--- src/hdl/sha1mh_pkg.sv ---
// Shared types and constants for the SHA-1 message hasher.
// No dependencies; used by sha1mh_core and sha1_message_hasher.
package sha1mh_pkg;

  // Rounds in one compression and the last round index.
  localparam int unsigned Rounds = 80;
  localparam logic [6:0] LastRound = 7'(Rounds - 1);

  // Round constants, one per group of twenty rounds.
  localparam logic [31:0] K_0_19  = 32'h5a827999;
  localparam logic [31:0] K_20_39 = 32'h6ed9eba1;
  localparam logic [31:0] K_40_59 = 32'h8f1bbcdc;
  localparam logic [31:0] K_60_79 = 32'hca62c1d6;

  // First padding byte appended after the message.
  localparam logic [7:0] PadMark = 8'h80;

  // Five 32-bit words, word k in slot k, so word 0 sits in the lowest slot.
  typedef logic [4:0][31:0] word5_t;

  // Standard initial chaining value.
  localparam word5_t InitValue = {32'hc3d2e1f0, 32'h10325476, 32'h98badcfe,
                                  32'hefcdab89, 32'h67452301};

  // Requests from the sequencer to the round unit.
  typedef struct packed {
    logic        push;
    logic [31:0] word;
    logic        start;
  } core_ctrl_t;

  // Status of the round unit.
  typedef struct packed {
    logic busy;
    logic done;
  } core_stat_t;

  // Sequencer states.
  typedef enum logic [2:0] {
    ST_IDLE,
    ST_PAD,
    ST_LEN_HI,
    ST_LEN_LO,
    ST_ROUND,
    ST_ADD,
    ST_OUT
  } state_e;

endpackage

--- src/hdl/sha1_message_hasher.sv ---
// SHA-1 hasher top level: byte packing, padding sequencer and digest output; uses sha1mh_pkg.
// Bytes are taken one a cycle while idle; a byte that completes a 64-byte block starts the
// rounds of sha1mh_core and the chaining add, and no request is taken until they end.
// An end of message is followed by the padding, the length words and the final compression
// (an extra block at 56 held bytes or more); words go one a cycle while out_ready_i is high.
// Reset loads the standard initial value and clears the byte count and the message length.
module sha1_message_hasher (
  input  logic        clk_i,
  input  logic        rst_ni,
  input  logic        in_valid_i,
  output logic        in_ready_o,
  input  logic [7:0]  data_byte_i,
  input  logic        byte_present_i,
  input  logic        end_of_message_i,
  output logic        out_valid_o,
  input  logic        out_ready_i,
  output logic [31:0] digest_word_o,
  output logic [2:0]  word_index_o,
  output logic        last_word_o
);

  sha1mh_pkg::state_e     state_q, state_d;
  sha1mh_pkg::word5_t     chain_q;
  sha1mh_pkg::word5_t     work;
  sha1mh_pkg::core_ctrl_t ctrl;
  sha1mh_pkg::core_stat_t stat;

  logic [23:0] acc_q;
  logic [5:0]  cnt_q;
  logic [63:0] len_q;
  logic        pad_q;
  logic        first_q;
  logic        final_q;
  logic [2:0]  out_idx_q;

  logic        accept;
  logic        feed_en;
  logic [7:0]  feed_byte;
  logic        len_push;
  logic        pad_done;
  logic        out_done;

  assign accept   = in_valid_i && in_ready_o;
  assign pad_done = (cnt_q == 6'd56) && !first_q;
  assign out_done = out_valid_o && out_ready_i && (out_idx_q == 3'd4);

  // Shared round unit.
  sha1mh_core u_core (
    .clk_i  (clk_i),
    .rst_ni (rst_ni),
    .ctrl_i (ctrl),
    .chain_i(chain_q),
    .work_o (work),
    .stat_o (stat)
  );

  // Sequencer outputs: handshakes, byte feed and word pushes.
  always_comb begin
    in_ready_o  = 1'b0;
    out_valid_o = 1'b0;
    feed_en     = 1'b0;
    feed_byte   = data_byte_i;
    len_push    = 1'b0;
    ctrl.word   = {acc_q, feed_byte};
    case (state_q)
      sha1mh_pkg::ST_IDLE: begin
        in_ready_o = 1'b1;
        feed_en    = in_valid_i && byte_present_i;
      end
      sha1mh_pkg::ST_PAD: begin
        feed_en   = !pad_done;
        feed_byte = first_q ? sha1mh_pkg::PadMark : 8'h00;
      end
      sha1mh_pkg::ST_LEN_HI: begin
        len_push = 1'b1;
      end
      sha1mh_pkg::ST_LEN_LO: begin
        len_push = 1'b1;
      end
      sha1mh_pkg::ST_OUT: begin
        out_valid_o = 1'b1;
      end
      default: begin
      end
    endcase
    if (state_q == sha1mh_pkg::ST_LEN_HI) begin
      ctrl.word = len_q[63:32];
    end else if (state_q == sha1mh_pkg::ST_LEN_LO) begin
      ctrl.word = len_q[31:0];
    end else begin
      ctrl.word = {acc_q, feed_byte};
    end
    ctrl.push  = len_push || (feed_en && (cnt_q[1:0] == 2'd3));
    ctrl.start = ctrl.push && (cnt_q[5:2] == 4'hf);
  end

  // Next state.
  always_comb begin
    state_d = state_q;
    case (state_q)
      sha1mh_pkg::ST_IDLE: begin
        if (accept) begin
          if (ctrl.start) begin
            state_d = sha1mh_pkg::ST_ROUND;
          end else if (end_of_message_i) begin
            state_d = sha1mh_pkg::ST_PAD;
          end
        end
      end
      sha1mh_pkg::ST_PAD: begin
        if (pad_done) begin
          state_d = sha1mh_pkg::ST_LEN_HI;
        end else if (ctrl.start) begin
          state_d = sha1mh_pkg::ST_ROUND;
        end
      end
      sha1mh_pkg::ST_LEN_HI: state_d = sha1mh_pkg::ST_LEN_LO;
      sha1mh_pkg::ST_LEN_LO: state_d = sha1mh_pkg::ST_ROUND;
      sha1mh_pkg::ST_ROUND: begin
        if (stat.done) begin
          state_d = sha1mh_pkg::ST_ADD;
        end
      end
      sha1mh_pkg::ST_ADD: begin
        if (final_q) begin
          state_d = sha1mh_pkg::ST_OUT;
        end else if (pad_q) begin
          state_d = sha1mh_pkg::ST_PAD;
        end else begin
          state_d = sha1mh_pkg::ST_IDLE;
        end
      end
      sha1mh_pkg::ST_OUT: begin
        if (out_done) begin
          state_d = sha1mh_pkg::ST_IDLE;
        end
      end
      default: state_d = sha1mh_pkg::ST_IDLE;
    endcase
  end

  // State register.
  always_ff @(posedge clk_i or negedge rst_ni) begin
    if (!rst_ni) begin
      state_q <= sha1mh_pkg::ST_IDLE;
    end else begin
      state_q <= state_d;
    end
  end

  // Partial word: the first three bytes of a word wait here.
  always_ff @(posedge clk_i) begin
    if (feed_en) begin
      acc_q <= {acc_q[15:0], feed_byte};
    end
  end

  // Byte position in the block, message length and padding flags.
  always_ff @(posedge clk_i or negedge rst_ni) begin
    if (!rst_ni) begin
      cnt_q   <= '0;
      len_q   <= '0;
      pad_q   <= 1'b0;
      first_q <= 1'b0;
      final_q <= 1'b0;
    end else begin
      if (feed_en) begin
        cnt_q <= cnt_q + 6'd1;
      end else if (len_push) begin
        cnt_q <= cnt_q + 6'd4;
      end
      if (state_q == sha1mh_pkg::ST_IDLE && feed_en) begin
        len_q <= len_q + 64'd8;
      end
      if (accept && end_of_message_i) begin
        pad_q   <= 1'b1;
        first_q <= 1'b1;
      end else if (state_q == sha1mh_pkg::ST_PAD && feed_en) begin
        first_q <= 1'b0;
      end
      if (state_q == sha1mh_pkg::ST_LEN_LO) begin
        final_q <= 1'b1;
      end
      if (out_done) begin
        len_q   <= '0;
        pad_q   <= 1'b0;
        final_q <= 1'b0;
      end
    end
  end

  // Chaining words: add after each compression, reload after the digest.
  always_ff @(posedge clk_i or negedge rst_ni) begin
    if (!rst_ni) begin
      chain_q <= sha1mh_pkg::InitValue;
    end else if (state_q == sha1mh_pkg::ST_ADD) begin
      for (int k = 0; k < 5; k++) begin
        chain_q[k] <= chain_q[k] + work[k];
      end
    end else if (out_done) begin
      chain_q <= sha1mh_pkg::InitValue;
    end
  end

  // Digest word index.
  always_ff @(posedge clk_i or negedge rst_ni) begin
    if (!rst_ni) begin
      out_idx_q <= '0;
    end else if (out_valid_o && out_ready_i) begin
      out_idx_q <= out_done ? 3'd0 : out_idx_q + 3'd1;
    end
  end

  assign digest_word_o = chain_q[out_idx_q];
  assign word_index_o  = out_idx_q;
  assign last_word_o   = (out_idx_q == 3'd4);

`ifndef ASSERT_OFF
  // A compression starts only when the last word of a block is pushed.
  a_start_full: assert property (@(posedge clk_i) disable iff (!rst_ni)
    ctrl.start |-> (ctrl.push && cnt_q[5:2] == 4'hf))
    else $error("compression started on a partial block");

  // No request is taken while the round unit is working.
  a_no_accept_busy: assert property (@(posedge clk_i) disable iff (!rst_ni)
    stat.busy |-> !in_ready_o)
    else $error("request accepted during compression");

  // The digest is shown only on a block boundary, after the final compression.
  a_out_aligned: assert property (@(posedge clk_i) disable iff (!rst_ni)
    out_valid_o |-> (cnt_q == 6'd0 && final_q))
    else $error("digest shown before the final block");

  // The output channel closes only after the last word.
  a_out_close: assert property (@(posedge clk_i) disable iff (!rst_ni)
    $fell(out_valid_o) |-> $past(last_word_o && out_ready_i))
    else $error("digest output stopped early");
`endif

endmodule

--- src/hdl/sha1mh_core.sv ---
// SHA-1 round unit: sixteen-word schedule shift line, working words a..e
// and the round counter. Depends on sha1mh_pkg.
module sha1mh_core (
  input  logic                   clk_i,
  input  logic                   rst_ni,
  input  sha1mh_pkg::core_ctrl_t ctrl_i,
  input  sha1mh_pkg::word5_t     chain_i,
  output sha1mh_pkg::word5_t     work_o,
  output sha1mh_pkg::core_stat_t stat_o
);

  logic [15:0][31:0]  sched_q;
  sha1mh_pkg::word5_t work_q;
  logic [6:0]         rnd_q;
  logic               busy_q;

  logic [31:0] a, b, c, d, e;
  logic [31:0] f, kc, mix, t_sum;

  assign a = work_q[0];
  assign b = work_q[1];
  assign c = work_q[2];
  assign d = work_q[3];
  assign e = work_q[4];

  // Boolean function and constant for the current group of rounds.
  always_comb begin
    if (rnd_q < 7'd20) begin
      f  = (b & c) | (~b & d);
      kc = sha1mh_pkg::K_0_19;
    end else if (rnd_q < 7'd40) begin
      f  = b ^ c ^ d;
      kc = sha1mh_pkg::K_20_39;
    end else if (rnd_q < 7'd60) begin
      f  = (b & c) | (b & d) | (c & d);
      kc = sha1mh_pkg::K_40_59;
    end else begin
      f  = b ^ c ^ d;
      kc = sha1mh_pkg::K_60_79;
    end
  end

  // Next schedule word from the fixed taps of the line; slot 0 holds W[t].
  assign mix   = sched_q[13] ^ sched_q[8] ^ sched_q[2] ^ sched_q[0];
  assign t_sum = {a[26:0], a[31:27]} + f + e + kc + sched_q[0];

  // Schedule line: message words shift in from the top, and each round
  // shifts in the expanded word.
  always_ff @(posedge clk_i) begin
    if (ctrl_i.push || busy_q) begin
      for (int i = 0; i < 15; i++) begin
        sched_q[i] <= sched_q[i+1];
      end
      sched_q[15] <= ctrl_i.push ? ctrl_i.word : {mix[30:0], mix[31]};
    end
  end

  // Working words: loaded from the chaining value at start, one round a cycle.
  always_ff @(posedge clk_i or negedge rst_ni) begin
    if (!rst_ni) begin
      work_q <= '0;
    end else if (ctrl_i.start) begin
      work_q <= chain_i;
    end else if (busy_q) begin
      work_q[0] <= t_sum;
      work_q[1] <= a;
      work_q[2] <= {b[1:0], b[31:2]};
      work_q[3] <= c;
      work_q[4] <= d;
    end
  end

  // Round counter and busy flag.
  always_ff @(posedge clk_i or negedge rst_ni) begin
    if (!rst_ni) begin
      rnd_q  <= '0;
      busy_q <= 1'b0;
    end else if (ctrl_i.start) begin
      rnd_q  <= '0;
      busy_q <= 1'b1;
    end else if (busy_q) begin
      if (rnd_q == sha1mh_pkg::LastRound) begin
        rnd_q  <= '0;
        busy_q <= 1'b0;
      end else begin
        rnd_q <= rnd_q + 7'd1;
      end
    end
  end

  assign work_o      = work_q;
  assign stat_o.busy = busy_q;
  assign stat_o.done = busy_q && (rnd_q == sha1mh_pkg::LastRound);

`ifndef ASSERT_OFF
  // A compression only starts while the unit is free.
  a_start_free: assert property (@(posedge clk_i) disable iff (!rst_ni)
    ctrl_i.start |-> !busy_q)
    else $error("compression started while rounds in progress");

  // The round counter never passes the last round.
  a_rnd_range: assert property (@(posedge clk_i) disable iff (!rst_ni)
    busy_q |-> (rnd_q <= sha1mh_pkg::LastRound))
    else $error("round counter out of range");

  // Rounds begin only after a start request.
  a_busy_cause: assert property (@(posedge clk_i) disable iff (!rst_ni)
    $rose(busy_q) |-> $past(ctrl_i.start))
    else $error("round unit became busy without a start");
`endif

endmodule

--- config.mk ---
export PLATFORM = sky130hd
export DESIGN_NAME = sha1_message_hasher
export DESIGN_NICKNAME = d
export VERILOG_FILES = /design/src/hdl/sha1mh_pkg.sv /design/src/hdl/sha1_message_hasher.sv /design/src/hdl/sha1mh_core.sv
export SDC_FILE = /design/constraint.sdc
export NUM_CORES = 2
export LEC_CHECK = 0
export ABC_AREA = 1
export ABC_CLOCK_PERIOD_IN_PS = 38800
export BUFFER_PORTS_ARGS = -buffer_cell sky130_fd_sc_hd__buf_2
export CAP_MARGIN = 20
export CORE_AREA = 4 4 295 355
export DETAILED_ROUTE_END_ITERATION = 16
export DIE_AREA = 0 0 299 359
export PLACE_DENSITY = 0.76
export SKIP_LAST_GASP = 1
export SLEW_MARGIN = 20
export SYNTH_ARGS = -nofsm -noshare
export SYNTH_HDL_FRONTEND = slang
export SYNTH_SLANG_ARGS = --single-unit
--- constraint.sdc ---
create_clock -name clk_i -period 38.8 [get_ports clk_i]
set_clock_uncertainty 0.15 [all_clocks]
set_input_delay 1.94 -clock clk_i [delete_from_list [all_inputs] [get_ports clk_i]]
set_output_delay 1.94 -clock clk_i [all_outputs]
set_load 0.01 [all_outputs]
==> results.json <==
{
  "core_area_um2": 101000,
  "postCtsHoldBufs": 0,
  "max_stage_delay_ns": 0.50,
  "final_cells": 7780,
  "synthSimpleGateAreaFrac_pct": 21.1,
  "avgSynthCellArea_um2": 8.64,
  "hold_violations": 0,
  "status": "complete, no violations",
  "dr.pass1.iters": 8,
  "antenna_found_initial": 7,
  "grt_pass1_wl_um": 283000,
  "overflow": 0,
  "routed_via_density": 5.91,
  "crit_type": "register to register",
  "numClockSinks": 940,
  "syn2layout_area_growth_pct": 8.94,
  "async_reset_ff_share_pct": 43.0,
  "gp_congestion": 1.11,
  "reg2reg_to": "u_core.a[23]",
  "wl_um": 192000,
  "clk_latency_ns": 0.74,
  "reg2regPathDepth": 23,
  "die_h_um": 359,
  "finalMaxSlewViolations": 0,
  "synth_edf_count": 536,
  "slowest_stage": "fa_1",
  "drive_gt1_share_pct": 5.68,
  "place_inst": 7595,
  "cts_buffers": 97,
  "p_leak_nw": 27.6,
  "rows": 128,
  "synthAdderAreaFrac_pct": 9.81,
  "vdd_drop_max_mv": 0.0408,
  "drtIter0Drc": 5644,
  "cts_tree": "done",
  "track_usage_pct": 35.4,
  "relSlewSlack_pct": 19.0,
  "start_util_pct": 53.7,
  "ys_seq_area_share_pct": 48.4,
  "grt_start_max_net_pins": 210,
  "setup_violations": 0,
  "cts.path.max_buffers": 3,
  "ant_nets": 0,
  "clock_tree.htree_level_count": 3,
  "min_path_type": "register to register",
  "cts_setup_buffers": 0,
  "synth_warnings": 0,
  "hold-worst-slack_ns": 0.253,
  "crit_family": "simple AND/OR/NAND/NOR gates",
  "via_count": 45900,
  "synth_seq_cells": 940,
  "syn_area_um2": 54400,
  "cts.clk_slew.worst_paths_ns": 0.07,
  "die_x_um": 299,
  "ctsResizeCount": 0,
  "p_int_w": 0.00157,
  "root_buffer": "clkbuf_16",
  "setup_slack_ns": 32.93,
  "synth_ff_type": "edfxtp_1",
  "synth_xor_area_share_pct": 2.69,
  "timing.fmax_ghz": 0.170,
  "place_ws_ns": 33.06,
  "pin_count": 52,
  "final_util_pct": 58.5,
  "holdCritStartpoint": "u_core.sched_q[301]",
  "seq_power_share_pct": 52.0,
  "hpwl_um": 143000,
  "wl_per_cell_um": 24.7,
  "cpMostUsedCell": "nand2_1",
  "endpoint": "u_core.a[23]",
  "swShare_pct": 22.2,
  "cellPowerDensity_nw_per_um2": 34.1,
  "synth_cell_types": 52,
  "synth_top_family_by_area": "simple AND/OR/NAND/NOR gates",
  "clkPwrFrac_pct": 46.9,
  "grt_pass1_vias": 44600,
  "fin_crit_ns": 5.87,
  "worstSetupStartpointType": "register",
  "syn_inst": 6296,
  "tightest_slew_ns": 1.22,
  "synthMuxAreaShare_pct": 0,
  "critPathMaxFanout": 36,
  "die_area_um2": 107000,
  "comb_power_share_pct": 1.2,
  "maxCapViolCount": 0,
  "synth_fp_nets": 6662,
  "path_cells": "inv_1 > nand2_1 > nand2_1 > nand2_1 > buf_4 > nand2_1 > buf_4 > o22ai_1 > a21oi_1 > fa_1 > fa_1 > inv_1 > fa_1 > inv_1 > ha_1 > nand2_1 > nor2_1 > nand2_1 > or2_2 > nand3_1 > nand2_1 > nand3_1 > nand2_1",
  "power.switching_w": 0.000448,
  "fin_crit_sh_pct": 15.1,
  "r2r_start": "u_core.rnd_q[6]",
  "drc": 0,
  "crit_buf_inv": 5,
  "crit_path_end_kind": "register",
  "rsz0062_at_grt": "false",
  "io_buffers": 51,
  "r2r_slack_ns": 32.93,
  "path_depth": 23,
  "synth-compound-area-share_pct": 10.1,
  "crit_path_start": "u_core.rnd_q[6]",
  "cp.required_ns": 39.26,
  "cp.arrival_ns": 6.34,
  "fin_tns_setup_ns": 0,
  "num-nets-final": 6696
}
[synth_stat cells, types with 19 or more instances]
cell type,instances,area [µm²]
nand2_1,1728,6490
inv_1,942,3540
edfxtp_1,536,16100
nor2_1,406,1520
nand3_1,381,1910
o21ai_0,330,1650
dfrtp_1,324,8110
a21oi_1,315,1580
ha_1,228,2850
fa_1,124,2480
nand4_1,99,619
xnor2_1,95,832
clkbuf_1,84,315
dfstp_2,80,2100
o22ai_1,78,488
nor3_1,76,380
o211ai_1,75,563
o221ai_1,74,648
xor2_1,72,631
buf_2,50,250
o21bai_1,36,270
nand3b_1,19,143
[cell type report]
type	count	area (µm²)
Fill cell	9005	42000
Clock buffer	117	2550
Clock inverter	64	634
Inverter	956	3590
Tap cell	1365	1710
Sequential cell	940	26300
Multi-Input combinational cell	4243	23800
Antenna cell	3	7.51
Timing Repair Buffer	92	623
[flip-flops by register name, summed over array words and instances, names as in the netlist, 3 cells and up]
register	flops
u_core.rnd_q	7
state_q	3
u_core.d	32
len_q	61
u_core.b	32
acc_q	24
chain_q	160
word_index_o	3
u_core.c	32
cnt_q	6
u_core.a	32
u_core.sched_q	512
u_core.e	32
[worst reg2reg max path, cell delays in order, from the launching register on]
cell	delay, ns
dfrtp_1	0.39
inv_1	0.17
nand2_1	0.11
nand2_1	0.31
nand2_1	0.09
buf_4	0.29
nand2_1	0.33
buf_4	0.41
o22ai_1	0.14
a21oi_1	0.24
fa_1	0.48
fa_1	0.50
inv_1	0.06
fa_1	0.48
inv_1	0.04
ha_1	0.38
nand2_1	0.21
nor2_1	0.29
nand2_1	0.12
or2_2	0.34
nand3_1	0.08
nand2_1	0.06
nand3_1	0.06
nand2_1	0.06
[worst min path at each step]
stage | slack, ns | to | cells after the start
3_5_place_dp | 0.25 | u_core.sched_q[104] | 0
3_3_place_gp | 0.25 | u_core.sched_q[126] | 0
6_report | 0.25 | u_core.sched_q[269] | 0
4_1_cts | 0.26 | u_core.sched_q[120] | 0
5_1_grt | 0.27 | u_core.sched_q[279] | 0
2_1_floorplan | 0.25 | u_core.sched_q[0] | 0
[cell usage in the layout, fill, tap and decap left out, drive strengths merged, types with 75 or more instances in the layout]
| master | instances |
|---|---|
| xnor2 | 95 |
| clkbuf | 117 |
| dfrtp | 324 |
| buf | 92 |
| nand2 | 1733 |
| ha | 228 |
| nor2 | 413 |
| edfxtp | 536 |
| a21oi | 315 |
| fa | 124 |
| nor3 | 77 |
| o211ai | 75 |
| o21ai | 335 |
| inv | 960 |
| nand3 | 385 |
| o22ai | 78 |
| dfstp | 80 |
| nand4 | 100 |
[power groups by stage]
stage	clock, W	sequential [W]	combinational [W]
finish	0.000946	0.00105	0.0000234
global placement	0	0.00107	0.0000230
CTS	0.000958	0.00105	0.0000231
global route	0.00100	0.00105	0.0000254
detailed placement	0	0.00107	0.0000230
floorplan	0	0.00107	0.00000700
[metal layers]
layer / global-route usage [%] / share of wire [%] / vias up
li1: - / - / 20800
met1: 42.0 / 35 / 21600
met2: 55.6 / 45 / 2664
met3: 8.05 / 9.6 / 809
met5: 0 / 0.0068 / -
met4: 27.7 / 10 / 2
[kinds of logic (layout without fill, tap and decap cells)]
logic type	Yosys count	after routing
other cells	0	3
xor+xnor	167	167
buf+inv	1113	1229
fa+ha+maj	352	352
compound gates	952	952
flops	940	940
simple gates	2772	2772
[stage by stage]
stage               total power [W]  area [µm²]
CTS                         0.00203       59200
finish                      0.00202       59300
detailed placement          0.00109       56000
floorplan                   0.00108       54400
global route                0.00208       59200
global placement            0.00109       56000
(Power assumes the default switching activity.)
